### config.mk
export PLATFORM = sky130hd
export DESIGN_NAME = lti_div
export DESIGN_NICKNAME = d
export VERILOG_FILES = /design/src/hw/rtl/lti_pkg.sv /design/src/hw/rtl/lti_div.sv
export SDC_FILE = /design/constraint.sdc
export NUM_CORES = 1
export LEC_CHECK = 0
export BUFFER_PORTS_ARGS = -buffer_cell sky130_fd_sc_hd__buf_2
export CORE_MARGIN = 2
export CORE_UTILIZATION = 51
export DETAILED_ROUTE_END_ITERATION = 16
export PLACE_DENSITY = 0.77
export SETUP_SLACK_MARGIN = 0.15
export SYNTH_ARGS = -nofsm -noshare
export SYNTH_HDL_FRONTEND = slang
export SYNTH_SLANG_ARGS = --single-unit
### constraint.sdc
create_clock -name i_clk -period 3.11 [get_ports i_clk]
set_input_delay 0 -clock i_clk [delete_from_list [all_inputs] [get_ports i_clk]]
set_output_delay 0 -clock i_clk [all_outputs]
set_load 0.01 [all_outputs]
### src/hw/rtl/lti_pkg.sv
package lti_pkg;

    localparam int DATA_W     = 32;
    localparam int ROWS_DEF   = 16;
    localparam int IDX_W      = 4;
    localparam int CFG_W      = 5;
    localparam int DIVIDEND_W = 2 * DATA_W;
    localparam int QUO_W      = 34;
    localparam int DIV_CNT_W  = $clog2(QUO_W + 1);

    localparam logic MODE_WRITE = 1'b0;
    localparam logic MODE_EVAL  = 1'b1;

    localparam logic signed [DATA_W-1:0] Q_MAX = {1'b0, {(DATA_W-1){1'b1}}};
    localparam logic signed [DATA_W-1:0] Q_MIN = {1'b1, {(DATA_W-1){1'b0}}};

    typedef struct packed {
        logic             done;
        logic             ovf;
        logic [QUO_W-1:0] quo;
    } t_div_stat;

endpackage

### src/hw/rtl/lti_div.sv
module lti_div
    import lti_pkg::*;
(
    input  logic                  i_clk,
    input  logic                  i_rst_n,
    input  logic                  i_start,
    input  logic [DIVIDEND_W-1:0] i_dividend,
    input  logic [DATA_W-1:0]     i_divisor,
    output t_div_stat             o_stat
);

    logic                 r_busy;
    logic                 r_done;
    logic                 r_ovf;
    logic [DIV_CNT_W-1:0] r_cnt;
    logic [DATA_W-1:0]    r_rem;
    logic [DATA_W-1:0]    r_div;
    logic [QUO_W-1:0]     r_quo;

    logic [DIVIDEND_W-QUO_W-1:0] hi;
    logic [DATA_W:0]             trial;
    logic                        ge;

    // Quotient bits above QUO_W only tell that the result overflows
    assign hi    = i_dividend[DIVIDEND_W-1:QUO_W];
    assign trial = {r_rem, r_quo[QUO_W-1]};
    assign ge    = trial >= {1'b0, r_div};

    always_ff @(posedge i_clk) begin
        if (!i_rst_n) begin
            r_busy <= 1'b0;
            r_done <= 1'b0;
        end else begin
            r_done <= 1'b0;
            if (i_start) begin
                r_div <= i_divisor;
                r_quo <= i_dividend[QUO_W-1:0];
                r_rem <= DATA_W'(hi);
                r_cnt <= DIV_CNT_W'(QUO_W);
                if (DATA_W'(hi) >= i_divisor) begin
                    r_ovf  <= 1'b1;
                    r_done <= 1'b1;
                end else begin
                    r_ovf  <= 1'b0;
                    r_busy <= 1'b1;
                end
            end else if (r_busy) begin
                r_rem <= ge ? DATA_W'(trial - {1'b0, r_div}) : trial[DATA_W-1:0];
                r_quo <= {r_quo[QUO_W-2:0], ge};
                r_cnt <= r_cnt - DIV_CNT_W'(1);
                if (r_cnt == DIV_CNT_W'(1)) begin
                    r_busy <= 1'b0;
                    r_done <= 1'b1;
                end
            end
        end
    end

    assign o_stat.done = r_done;
    assign o_stat.ovf  = r_ovf;
    assign o_stat.quo  = r_quo;

endmodule

# --- Word-level counts from Yosys, hierarchy flattened ---
# Index checks and enable logic that the tools add are counted.
# Widths: inputs -> output; s select.
totals:
  word_cells: 31
  in_bits: 99
  out_inout_bits: 36
  register_bits: 107
op_classes:
  eq_ne: 2
  n_lt_le_gt_ge: 2
  add_sub_neg: 2
  n_mux: 14
  reduce_logical: 3
op_table:
  columns: ["op", "n"]
  rows:
  - ["$mux 34", 2]
  - ["$mux 32", 2]
  - ["$ge 33x32->1", 1]
  - ["$ge 30x32->1", 1]
  - ["$sub 32x32->32", 1]
  - ["$mux 30", 1]
  - ["$mux 1", 8]
  - ["$eq 6x1->1 const B", 1]
  - ["$mux 6", 1]
  - ["$sub 6x1->6 const B", 1]
  - ["$reduce_and 2->1", 2]
  - ["$ne 2x2->1 const B", 1]
  - ["$reduce_bool 2->1", 1]

# --- Longest topological paths before layout ---
logic_depth:
  depth_word: 4
  mapped_depth: 13
  depth_no_buf: 12

# --- Worst setup path before layout ---
# Ideal clock, no wire load.
synth_path:
  path_type: "input port to flip-flop"
  startpoint: "input i_start"
  endpoint: "register r_cnt[0] (enable)"
  n_path_buf: 3
  stages: 4
  arrival_ns: 2.475
  path_slack_ns: 0.200
  path_cell_list: "clkbuf_1 clkbuf_1 buf_1 o21a_1"
synth_between:
  elab_chain_cells: 2
synth_lines:
  columns: ["item", "line", "rtl"]
  rows:
  - ["start: declaration", "lti_div.sv:6", "input logic i_start,"]
  - ["$reduce_bool 2->1 (no source line)", null, null]
  - ["$reduce_and 2->1 (no source line)", null, null]
  - ["end signal: assignment", "lti_div.sv:39", "r_cnt <= DIV_CNT_W'(QUO_W);"]
  - ["end signal: assignment", "lti_div.sv:50", "r_cnt <= r_cnt - DIV_CNT_W'(1);"]
  - ["end: declaration", "lti_div.sv:15", "logic [DIV_CNT_W-1:0] r_cnt;"]
# Every way passes these cells.
# A chain may end at the register's enable or synchronous reset.

# --- Worst setup path in the final report ---
layout_path:
  startpoint: "register r_rem[25]"
  endpoint: "register r_rem[0], data pin"
layout_between:
  elab_chain_cells: 4
layout_lines:
  columns: ["item", "line", "rtl"]
  rows:
  - ["start: declaration", "lti_div.sv:16", "logic [DATA_W-1:0] r_rem;"]
  - ["start signal: assignment", "lti_div.sv:38", "r_rem <= DATA_W'(hi);"]
  - ["start signal: assignment", "lti_div.sv:48", "r_rem <= ge ? DATA_W'(trial - {1'b0, r_div}) : trial[DATA_W-1:0];"]
  - ["$ge 33x32->1", "lti_div.sv:27", "assign ge = trial >= {1'b0, r_div};"]
  - ["$mux 32", "lti_div.sv:48", null]
  - ["$mux 32", "lti_div.sv:47", "end else if (r_busy) begin"]
  - ["$mux 30", "lti_div.sv:35", "if (i_start) begin"]
# Every way passes these cells. The select of a mux whose other input is x is not followed.

==> results.json <==
{
  "status": "finished clean",
  "synth.top_cells.by_count": "edfxtp_1, inv_1, nand2_1",
  "placed_cells": 1020,
  "synth-edff-count": 105,
  "leakagePower_nw": 4.22,
  "hold_depth": 3,
  "synthFlopType": "edfxtp_1",
  "ys_warn_count": 0,
  "finalHoldViolCount": 0,
  "core_um2": 13800,
  "r2r_start": "r_rem[25]",
  "maxSlewHeadroom_pct": 31.6,
  "portBuffers": 134,
  "max_clock_freq_mhz": 343,
  "row_count": 43,
  "setup_viol": 0,
  "finalCritPeriodShare_pct": 93.6,
  "clkPwrFrac_pct": 27.1,
  "swShare_pct": 31.7,
  "via_per_inst": 5.55,
  "clk_latency_ns": 0.37,
  "cts_buffers": 9,
  "wl_per_cell_um": 17.0,
  "yosysTopAreaCell": "edfxtp_1",
  "power_frac_comb_pct": 33.0,
  "die_h_um": 122,
  "gr-total-overflow": 0,
  "finalPower_w": 0.00453,
  "intPower_w": 0.00310,
  "cts_tree": "done",
  "p_seq_share_pct": 39.9,
  "fin_ws_ns": 0.199,
  "stdcell_count": 1124,
  "crit_path_start_kind": "register",
  "track_usage_pct": 25.5,
  "die_area_um2": 14900,
  "async_flop_share_pct": 0,
  "num_vias": 6237,
  "syn_area_per_cell_um2": 10.1,
  "rsz0062_at_grt": "yes",
  "min_from": "i_dividend[41]",
  "worstReg2RegEnd": "r_rem[0]",
  "synth_most_common_cell": "edfxtp_1",
  "ctsLongestPathBuffers": 2,
  "power.switching_w": 0.00144,
  "synthCells": 704,
  "drc": 0,
  "cts_sinks": 107,
  "dr.first_iter.drc_count": 408,
  "synth.distinct_cells": 60,
  "fin_util_pct": 69.5,
  "dr.pass1.iters": 5,
  "cts.htree.levels": 3,
  "worstMarginPinSlew_ns": 1.03,
  "cp-end-kind": "register",
  "globalplace.congestion": 0.899,
  "syn_area_um2": 7110,
  "drt_wl_total_mm": 19.1,
  "n_fill_cell": 1039,
  "peakVddDrop_mv": 0.372,
  "worstHoldEndpoint": "r_rem[7]",
  "grt_max_degree": 73,
  "preCtsSetupSlack_ns": -0.00455,
  "cap_viol_max_count": 0,
  "syn_nets": 868,
  "r2r_cells": 11,
  "grt_pass1_wl_mm": 29.8,
  "synth_top_area_share_pct": 44.4,
  "antenna_found_initial": 0,
  "powerDensity_nw_per_um2": 474,
  "grt_pass1_vias": 6232,
  "min_period_ns": 2.91,
  "drive_gt1_share_pct": 29.0,
  "ys_ff_latch": 107,
  "path_clk_slew_ns": 0.08,
  "n_antenna_cell": 0,
  "nets": 1103,
  "finClkSkew_ns": 0.0120,
  "crit_type": "register to register",
  "cp.required_ns": 3.23,
  "die_w_um": 122,
  "yosys-top-cells-area": "edfxtp_1, ha_1, mux2_2",
  "syn_to_final_growth_pct": 34.7,
  "start_util_pct": 51.6,
  "dpl.hpwl_mm": 12.8,
  "hp-class": "input port to register",
  "reg2reg_setup_slack_ns": 0.20,
  "path_max_fanout": 5,
  "worst_ep_arrival_time_ns": 3.04,
  "io_pins": 135,
  "ys_seq_area_share_pct": 44.9,
  "maxSlewViolCount": 0,
  "ctsRootBufferMaster": "clkbuf_16",
  "ant_nets": 0
}
critical path, cell delays in order (launching register included):
cell,delay [ns]
edfxtp_1,0.44
ha_4,0.29
a21o_1,0.19
a21o_1,0.18
a221oi_2,0.24
nand4_1,0.14
a311o_1,0.36
buf_4,0.16
buf_4,0.14
nor3_1,0.20
a21oi_1,0.06
mux2_2,0.26
per-stage QoR:
stage / instance area, µm² / hold slack (ns) / TNS [ns]
2_1_floorplan: 7110 / 0.0989 / 0
3_3_place_gp: 8120 / 0.192 / 0
3_5_place_dp: 8120 / 0.193 / -0.00498
4_1_cts: 9290 / 0.00164 / 0
5_1_grt: 9570 / 0.0299 / 0
6_report: 9570 / 0.00727 / 0
what timing repair did:
| action | in CTS | in global routing |
|---|---|---|
| hold endpoints to repair | 76 | 0 |
| setup endpoints to repair | 26 | 24 |
| hold buffers | 76 | 0 |
| pin swaps | 3 | 8 |
| setup buffers | 4 | 8 |
| resized for setup | 11 | 41 |
logic make-up after synthesis:
family / after synthesis / synth area share [%]
multiplexers: 39 / 6.11
AND/OR/NAND/NOR: 203 / 13.7
flip-flops: 107 / 44.9
buffers and inverters: 104 / 5.93
XOR/XNOR: 28 / 3.45
adder cells (fa/ha/maj): 65 / 11.5
AO/OA/AOI/OAI: 158 / 14.4
cell usage in the layout (no fill, tap or decap), types with 17 or more instances in the layout:
master         instances
buf_2                134
edfxtp_1             105
dlygate4sd3_1         76
inv_1                 75
nand2_1               70
ha_1                  50
nor2_1                47
buf_4                 41
a21oi_1               37
mux2_2                35
a21o_1                25
xnor2_1               18
nand3_1               17
a31oi_1               17
layout make-up:
cell class	instances	area [µm²]	area share [%]
flip-flops and latches	107	3190	33.4
clock buffers	10	229	2.39
clock inverters	6	83.8	0.876
repair buffers	252	1760	18.4
inverters	76	285	2.98
multi-input cells	493	3800	39.7
well taps	180	225	2.35
layer usage:
metal	track usage [%]	routed length, µm
met5	0	0
met4	6.68	204
met3	5.48	1170
met2	44.3	9570
met1	32.2	8130
state kept, by name, summed over array words and instances (netlist names):
signal  cells
r_ovf       1
r_rem      32
r_quo      34
r_done      1
r_div      32
r_cnt       6
r_busy      1
power groups by stage:
stage	clock network, W	logic, W	registers (W)
2_1_floorplan	0	0.000855	0.00184
5_1_grt	0.00129	0.00163	0.00182
3_3_place_gp	0	0.00124	0.00183
6_report	0.00123	0.00150	0.00181
3_5_place_dp	0	0.00125	0.00183
4_1_cts	0.00124	0.00137	0.00180
how the worst max path moves through the flow:
stage	start	endpoint	depth (start not counted)
floorplan	i_start	r_cnt[0]	4
global placement	r_quo[33]	r_rem[26]	12
detailed placement	r_rem[23]	r_rem[16]	11
CTS	r_rem[9]	r_rem[22]	12
global route	r_rem[15]	r_rem[27]	11
finish	r_rem[25]	r_rem[0]	11
Power figures use the tool's default switching activity.
